### src/cd_pkg.sv
// Shared types, codes and constants of the coherence directory.
`timescale 1ns / 1ps
`default_nettype none
package cd_pkg;

  localparam int unsigned CdNumCaches  = 8;
  localparam int unsigned CdDirEntries = 256;
  localparam int unsigned AddrBits     = 48;

  localparam logic [31:0] SeedReset = 32'd69369601;
  localparam logic [31:0] LfsrTaps  = 32'h80200003;

  typedef enum logic [2:0] {
    OP_ACCESS   = 3'd0,
    OP_SREQ     = 3'd1,
    OP_SREPLY   = 3'd2,
    OP_PREPLY   = 3'd3,
    OP_EVICT    = 3'd4,
    OP_CHECK    = 3'd5,
    OP_DROP     = 3'd6,
    OP_CLEAR    = 3'd7
  } cd_op_e;

  typedef enum logic [2:0] {
    STAT_NONE      = 3'd0,
    STAT_BUSY      = 3'd1,
    STAT_INVAL     = 3'd2,
    STAT_WRITEBACK = 3'd3,
    STAT_TRANSFER  = 3'd4,
    STAT_SFETCH    = 3'd5,
    STAT_UNREG     = 3'd6,
    STAT_FULL      = 3'd7
  } cd_status_e;

  localparam logic [1:0] AtInst  = 2'd0;
  localparam logic [1:0] AtExcl  = 2'd2;

  localparam logic [1:0] CfgApplyEvict = 2'd0;
  localparam logic [1:0] CfgPrefer     = 2'd1;
  localparam logic [1:0] CfgSeed       = 2'd2;

  typedef enum logic [2:0] {
    S_IDLE,
    S_SCAN,
    S_DECIDE,
    S_PICK,
    S_EMIT
  } cd_state_e;

  typedef enum logic [1:0] {
    PK_IDLE,
    PK_DIV,
    PK_SEL
  } cd_pick_state_e;

  typedef struct packed {
    logic [2:0]          operation;
    logic [AddrBits-1:0] block_address;
    logic [2:0]          cache_num;
    logic [1:0]          access_kind;
    logic                dirty;
    logic                writeable;
  } cd_req_t;

  typedef struct packed {
    logic [2:0] status;
    logic       grant_writeable;
    logic       invalidate_needed;
    logic       peer_valid;
    logic [2:0] wait_peer;
    logic       final_reply;
    logic       holder_ok;
    logic       last;
  } cd_rsp_t;

endpackage
`default_nettype wire

### src/cd_pick.sv
// Serial neighbor picker: lfsr mod candidate count, then walk to that candidate.
`timescale 1ns / 1ps
`default_nettype none
module cd_pick #(
  parameter int unsigned NumCaches = 8
) (
  input  wire logic                         clk_i,
  input  wire logic                         rst_ni,
  input  wire logic                         start_i,
  input  wire logic [31:0]                  dividend_i,
  input  wire logic [NumCaches-1:0]         cand_i,
  output logic                              done_o,
  output logic      [$clog2(NumCaches)-1:0] sel_o
);
  import cd_pkg::*;

  localparam int unsigned CntW = $clog2(NumCaches + 1);
  localparam int unsigned RemW = CntW + 1;
  localparam int unsigned KW   = $clog2(NumCaches);

  cd_pick_state_e         state_q, state_d;
  logic [CntW-1:0]        cnt_q, cnt_d;
  logic [RemW-1:0]        rem_q, rem_d;
  logic [31:0]            dq_q, dq_d;
  logic [4:0]             step_q, step_d;
  logic [NumCaches-1:0]   cand_q, cand_d;
  logic [KW-1:0]          k_q, k_d;
  logic                   done_q, done_d;
  logic [KW-1:0]          sel_q, sel_d;
  logic [RemW-1:0]        trial;

  always_ff @(posedge clk_i or negedge rst_ni) begin
    if (!rst_ni) begin
      state_q <= PK_IDLE;
      done_q  <= 1'b0;
    end else begin
      state_q <= state_d;
      done_q  <= done_d;
    end
  end

  always_ff @(posedge clk_i) begin
    cnt_q  <= cnt_d;
    rem_q  <= rem_d;
    dq_q   <= dq_d;
    step_q <= step_d;
    cand_q <= cand_d;
    k_q    <= k_d;
    sel_q  <= sel_d;
  end

  always_comb begin
    state_d = state_q;
    cnt_d   = cnt_q;
    rem_d   = rem_q;
    dq_d    = dq_q;
    step_d  = step_q;
    cand_d  = cand_q;
    k_d     = k_q;
    sel_d   = sel_q;
    done_d  = 1'b0;
    trial   = {rem_q[RemW-2:0], dq_q[31]};
    case (state_q)
      PK_IDLE: begin
        if (start_i) begin
          cnt_d   = CntW'($countones(cand_i));
          cand_d  = cand_i;
          dq_d    = dividend_i;
          rem_d   = '0;
          step_d  = '0;
          state_d = PK_DIV;
        end
      end
      PK_DIV: begin
        // One restoring step per cycle; the remainder stays below the count.
        if (trial >= {1'b0, cnt_q}) begin
          rem_d = trial - {1'b0, cnt_q};
        end else begin
          rem_d = trial;
        end
        dq_d   = {dq_q[30:0], 1'b0};
        step_d = step_q + 5'd1;
        if (step_q == 5'd31) begin
          k_d     = '0;
          state_d = PK_SEL;
        end
      end
      PK_SEL: begin
        if (cand_q[k_q]) begin
          if (rem_q == '0) begin
            sel_d   = k_q;
            done_d  = 1'b1;
            state_d = PK_IDLE;
          end else begin
            rem_d = rem_q - RemW'(1);
          end
        end
        k_d = k_q + KW'(1);
      end
      default: begin
        state_d = PK_IDLE;
      end
    endcase
  end

  assign done_o = done_q;
  assign sel_o  = sel_q;

endmodule
`default_nettype wire
### config.mk
export PLATFORM = sky130hd
export DESIGN_NAME = cd_pick
export DESIGN_NICKNAME = d
export VERILOG_FILES = /design/src/cd_pkg.sv /design/src/cd_pick.sv
export SDC_FILE = /design/constraint.sdc
export NUM_CORES = 1
export LEC_CHECK = 0
export BUFFER_PORTS_ARGS = -buffer_cell sky130_fd_sc_hd__buf_2
export CAP_MARGIN = 25
export CORE_MARGIN = 3
export CORE_UTILIZATION = 57
export CTS_BUF_LIST = sky130_fd_sc_hd__clkbuf_8 sky130_fd_sc_hd__clkbuf_16
export CTS_CLUSTER_DIAMETER = 200
export DETAILED_ROUTE_END_ITERATION = 8
export PLACE_DENSITY = 0.82
export REMOVE_ABC_BUFFERS = 1
export SLEW_MARGIN = 20
export SYNTH_ARGS = -nofsm -noshare
export SYNTH_HDL_FRONTEND = slang
export SYNTH_SLANG_ARGS = --single-unit
### constraint.sdc
create_clock -name clk_i -period 3.7 [get_ports clk_i]
set_input_delay 0.185 -clock clk_i [delete_from_list [all_inputs] [get_ports clk_i]]
set_output_delay 0.185 -clock clk_i [all_outputs]
set_load 0.1 [all_outputs]
# Word-level counts from Yosys, hierarchy flattened
# Cells that the tools add are included.
totals:
  reg_bits: 63
  latchBits: 0
  mem_bits_rw: 0
  romBits: 0
  inputBits: 43
  output_inout_bits: 4
  word_cells: 61
  mem_count: 0
classes:
  n_addsub: 11
  n_mul: 0
  n_div: 0
  order_cmp: 2
  eq_ne: 8
  shifts: 0
  n_mux: 20
  n_bitwise: 0
  n_reduce_logical: 11
ops:
  columns: ["operator", "count"]
  rows:
  - ["$pmux 32 s2", 1]
  - ["$mux 32", 1]
  - ["$mux 5", 4]
  - ["$pmux 5 s3", 1]
  - ["$ne 2x2->1 const B", 5]
  - ["$pmux 5 s2", 1]
  - ["$add 1x1->2", 4]
  - ["$mux 2", 4]
  - ["$reduce_and 4->1", 2]
  - ["$add 2x2->3", 2]
  - ["$pmux 2 s3", 1]
  - ["$pmux 3 s2", 1]
  - ["$reduce_and 2->1", 3]
  - ["$add 5x1->5 const B", 1]
  - ["$eq 5x5->1 const B", 1]
  - ["$ge 5x4->1", 1]
  - ["$logic_not 5->1", 1]
  - ["$sub 5x1->5 const B", 1]
  - ["$sub 5x4->5", 1]
  - ["$add 3x3->4", 1]
  - ["$lt 3x4->1 const B", 1]
  - ["$mux 1", 4]
  - ["$reduce_bool 2->1", 2]
  - ["$add 3x1->3 const B", 1]
  - ["other kinds (7)", 7]

# Logic depth before layout (Yosys ltp)
depth:
  word_depth: 4
  ltp_mapped: 9
  mapped_depth_nobuf: 9

# Worst setup path before layout
# OpenSTA, ideal clock, no wires.
synth_timing:
  path_type: "register to register"
  startpoint: "reg state_q[1]"
  endpoint: "reg dq_q[0], enable pin"
  setup_ns: 0.439
  arrival_time_ns: 2.634
  required_time_ns: 3.261
  slack_ns: 0.627
  path_stages_with_launch: 6
  path_buffers: 1
  period_less_slack_ns: 3.073
  cell_sequence: "dfrtp_1 -> inv_1 -> ha_1 -> clkbuf_1 -> inv_1 -> o21bai_1"
synth_between:
  elab_chain_len: 3
  elab_cells_between_ends: 5
  cone_classes: "eq/ne: 2; reduce/logical: 3"
synth_lines:
  columns: ["item", "line_no", "source"]
  rows:
  - ["from (decl)", "cd_pick.sv:21", "cd_pick_state_e state_q, state_d;"]
  - ["from (signal assigned)", "cd_pick.sv:37", "state_q <= state_d;"]
  - ["$eq 2x1->1 or $logic_not 2->1 (tied branches)", "cd_pick.sv:63", "case (state_q)"]
  - ["$reduce_bool 2->1 (no line) or $ne 2x2->1 (tied branches)", null, null]
  - ["$reduce_and 2->1 (no line) *", null, null]
  - ["to (signal assigned)", "cd_pick.sv:45", "dq_q <= dq_d;"]
  - ["to (decl)", "cd_pick.sv:24", "logic [31:0] dq_q, dq_d;"]
# Mark *: on every way between the ends. The rest lies on a longest branch, timed or not.
# A chain may end at the register's enable or synchronous reset.

# Worst setup path after layout
layout_timing:
  startpoint: "in cand_i[0]"
  endpoint: "reg cnt_q[1], data pin"
layout_between:
  elab_chain_len: 3
layout_lines:
  columns: ["item", "line_no", "source"]
  rows:
  - ["from (decl)", "cd_pick.sv:11", "input wire logic [NumCaches-1:0] cand_i,"]
  - ["$add 1x1->2 (implied by the code)", "cd_pick.sv:66", "cnt_d = CntW'($countones(cand_i));"]
  - ["$add 2x2->3 (implied by the code)", "cd_pick.sv:66", null]
  - ["$add 3x3->4 (implied by the code)", "cd_pick.sv:66", null]
  - ["to (signal assigned)", "cd_pick.sv:43", "cnt_q <= cnt_d;"]
  - ["to (decl)", "cd_pick.sv:22", "logic [CntW-1:0] cnt_q, cnt_d;"]
# Every way passes these cells.

==> reports/metrics.yaml <==
critical_path:
  cp-start-kind: "input port"
  rr_startpoint: "k_q[1]$_SDFFCE_PN0P_"
  worst_ep_arrival_time_ns: 2.62
  path_max_fanout: 2
  path_class: "in -> reg"
  crit_path_cell_trace: "buf_2 -> fa_1 -> inv_1 -> fa_1 -> fa_1 -> inv_1 -> ha_1 -> inv_1 -> fa_1 -> inv_1"
  endpoint_kind: "register"
  required_ns: 3.80
  crit_slowest_cell: "fa_1"
  r2r.worst_path.cells: 5
  r2r-end: "rem_q[1]$_DFFE_PP_"
  cpPeakStageDelay_ns: 0.54
  ff2ff_setup_slack_ns: 1.36
clock_network:
  cts_tree: "done"
  numCtsBuffers: 9
  cts_root_buf: "clkbuf_8"
  clk-insertion-delay-late_ns: 0.34
  cts_resized: 0
  clockBufferDepth: 2
  clock_sinks: 63
  clk_pin_slew_worst_paths_ns: 0.07
  htree_levels: 3
sta:
  fin_setup_tns_ns: 0
  slew_violations: 0
  slew_headroom_pct: 44.0
  setup_violations: 0
  min_period_ns: 2.52
  rsz0062_at_grt: "no"
  hold_viol_final: 0
  clock.fmax_mhz: 397
  fin_skew_ns: 0.00992
  finalCritPeriodShare_pct: 68.1
  worst_slew_pin_slew_ns: 0.834
  setup_ws_ns: 1.18
power:
  power_frac_clock_pct: 21.2
  p_sw_share_pct: 31.9
  switching_power_mw: 0.990
  p_comb_share_pct: 35.8
  powerDensity_nw_per_um2: 831
  ir_drop_uv: 707
  power_frac_seq_pct: 43.0
  intPower_mw: 2.12
  leakage_nw: 1.49
grt:
  grt.total_usage_pct: 18.7
  grt_max_degree: 42
  grt_pass1_wl_mm: 8.98
  antenna_found_initial: 0
  grt_pass1_vias: 1931
  grt_overflow: 0
synthesis:
  synth.most_common_cell: "edfxtp_1"
  synth_top_area_cell: "edfxtp_1"
  synthCells: 227
  synth_warnings: 0
  synth-seq-cells: 63
  ys.flop_type: "edfxtp_1"
  synth_area_um2: 3180
  synth.distinct_cells: 44
  synth_compound_area_share_pct: 6.96
  synth.area.mux_share_pct: 12.9
  synth_adder_area_share_pct: 8.65
  async_reset_ff_share_pct: 4.76
  synth_top_family_by_area: "multiplexers"
  yosysSeqAreaShare_pct: 59.0
  synth_xor_area_share_pct: 1.93
  synth.area.top_cells: "edfxtp_1 (57%), mux2_2 (11%), ha_1 (5.5%)"
  synthSimpleGateAreaFrac_pct: 6.61
  synth_edf_count: 60
  synth_top_area_share_pct: 56.6
  synthTopCellsByCount: "edfxtp_1 (60), mux2_2 (31), inv_1 (24)"
  avgSynthCellArea_um2: 14.0
placement:
  port_buffers: 46
  routabilityCongestion: 0.790
  pre_cts_slack_ns: 0.841
  dp_hpwl_mm: 3.87
min_path:
  min_path_type: "in -> reg"
  hold-path-endpoint: "cand_q[5]$_DFFE_PP_"
  min_path_cells: 1
  min-delay-start: "cand_i[5]"
die:
  num_io_pins: 47
  die_h_um: 80.7
  dieArea_um2: 6510
  core_um2: 5240
  rows: 26
  start_util_pct: 60.7
  die_w_um: 80.7
finish:
  syn_to_final_growth_pct: 17.5
  n_antenna_cell: 0
  drive_above_1_share_pct: 36.1
  num-nets-final: 342
  fillCellCount: 356
drt:
  via_per_inst: 5.40
  final_antenna_net_count: 0
  dr_total_vias: 1918
  drc: 0
  wl_per_cell_um: 15.5
  first_pass_iters: 4
  wl_mm: 5.51
  first_iter_violations: 133
outcome:
  status: "finished clean"
flow_run:
  maxCapViolCount: 0
[cell usage in the layout, fill, tap and decap left out, types with 3 or more instances in the layout]
| master | synthesis | routed |
|---|---|---|
| ha_1 | 14 | 13 |
| and2_1 | 4 | 4 |
| fa_1 | 5 | 5 |
| o22ai_1 | 3 | 3 |
| edfxtp_1 | 60 | 60 |
| buf_2 | 0 | 46 |
| nor2b_1 | 5 | 5 |
| clkbuf_8 | 0 | 9 |
| dfrtp_1 | 3 | 3 |
| a21oi_1 | 6 | 6 |
| xnor2_1 | 4 | 4 |
| o21ai_0 | 7 | 7 |
| nand2_1 | 3 | 3 |
| mux2_2 | 31 | 31 |
| nor2_1 | 10 | 10 |
| nor3_1 | 5 | 5 |
| mux2i_1 | 4 | 4 |
| xor2_1 | 3 | 3 |
| nand3_1 | 5 | 5 |
| inv_1 | 24 | 24 |
[area by class of cell]
| cell class | count | area [um^2] | share of cell area, % |
|---|---|---|---|
| well taps | 70 | 87.6 | 2.34 |
| repair buffers | 49 | 268 | 7.16 |
| inverters | 24 | 90.1 | 2.41 |
| flip-flops and latches | 63 | 1880 | 50.2 |
| clock inverters | 7 | 97.6 | 2.61 |
| multi-input cells | 133 | 1190 | 31.9 |
| clock buffers | 9 | 124 | 3.31 |
[power by group through the flow]
stage / clock, mW / sequential (mW) / combinational, mW
finish: 0.659 / 1.34 / 1.11
detailed placement: 0 / 1.35 / 1.08
CTS: 0.670 / 1.34 / 1.09
global placement: 0 / 1.34 / 1.05
global route: 0.702 / 1.37 / 1.24
floorplan: 0 / 1.31 / 0.855
[worst max-delay path by stage]
stage               slack [ns]                     to                   start
global placement          0.91     cnt_q[1]$_DFFE_PP_               cand_i[0]
floorplan                -0.25  dq_q[0]$_SDFFCE_PP0P_  state_q[1]$_DFFE_PN0P_
finish                    1.18     cnt_q[1]$_DFFE_PP_               cand_i[0]
detailed placement        0.84     cnt_q[1]$_DFFE_PP_               cand_i[0]
global route              1.15     cnt_q[1]$_DFFE_PP_               cand_i[0]
CTS                       1.19     cnt_q[1]$_DFFE_PP_               cand_i[0]
[critical path, delay by kind of cell]
kind | cells | cell delay (ns)
adders and majority gates | 5 | 2.09
buffers and inverters | 5 | 0.33
[logic make-up (layout without fill, tap and decap cells)]
logic type,count (synthesis),count (layout)
and+or+nand+nor,40,40
adders and majority gates,19,19
buffers and inverters,31,89
xor gates and xnor gates,7,7
DFF,63,63
muxes,37,37
AOI/OAI and AO/OA,30,30
[registers in the layout (all words and copies together), names as in the netlist]
name     flops
cand_q       8
step_q       5
done_o       1
state_q      2
k_q          3
sel_o        3
rem_q        5
dq_q        32
cnt_q        4
[layer usage]
metal / vias up / GRT usage [%] / part of all wire, %
li1: 941 / - / -
met3: 10 / 5.27 / 5.1
met1: 919 / 24.4 / 44
met5: - / 0 / 0
met2: 48 / 30.3 / 49
met4: 0 / 6.59 / 1.5
[per-stage QoR]
step	instance area [um^2]	hold slack [ns]	utilization [%]	instances	power (mW)
2_1_floorplan	3150	-0.111	-	220	2.17
3_3_place_gp	3490	-0.0145	66.6	337	2.38
3_5_place_dp	3490	-0.0104	66.6	337	2.43
4_1_cts	3720	0.0216	71.0	354	3.10
5_1_grt	3740	0.0260	71.4	355	3.31
6_report	3740	0.0361	71.4	355	3.11
[what timing repair did]
action / CTS / global route
endpoints found under the hold margin: 3 / 0
hold buffers: 1 / 0
setup buffers: 0 / 0
Note: power is estimated with default switching activity, not from simulation.
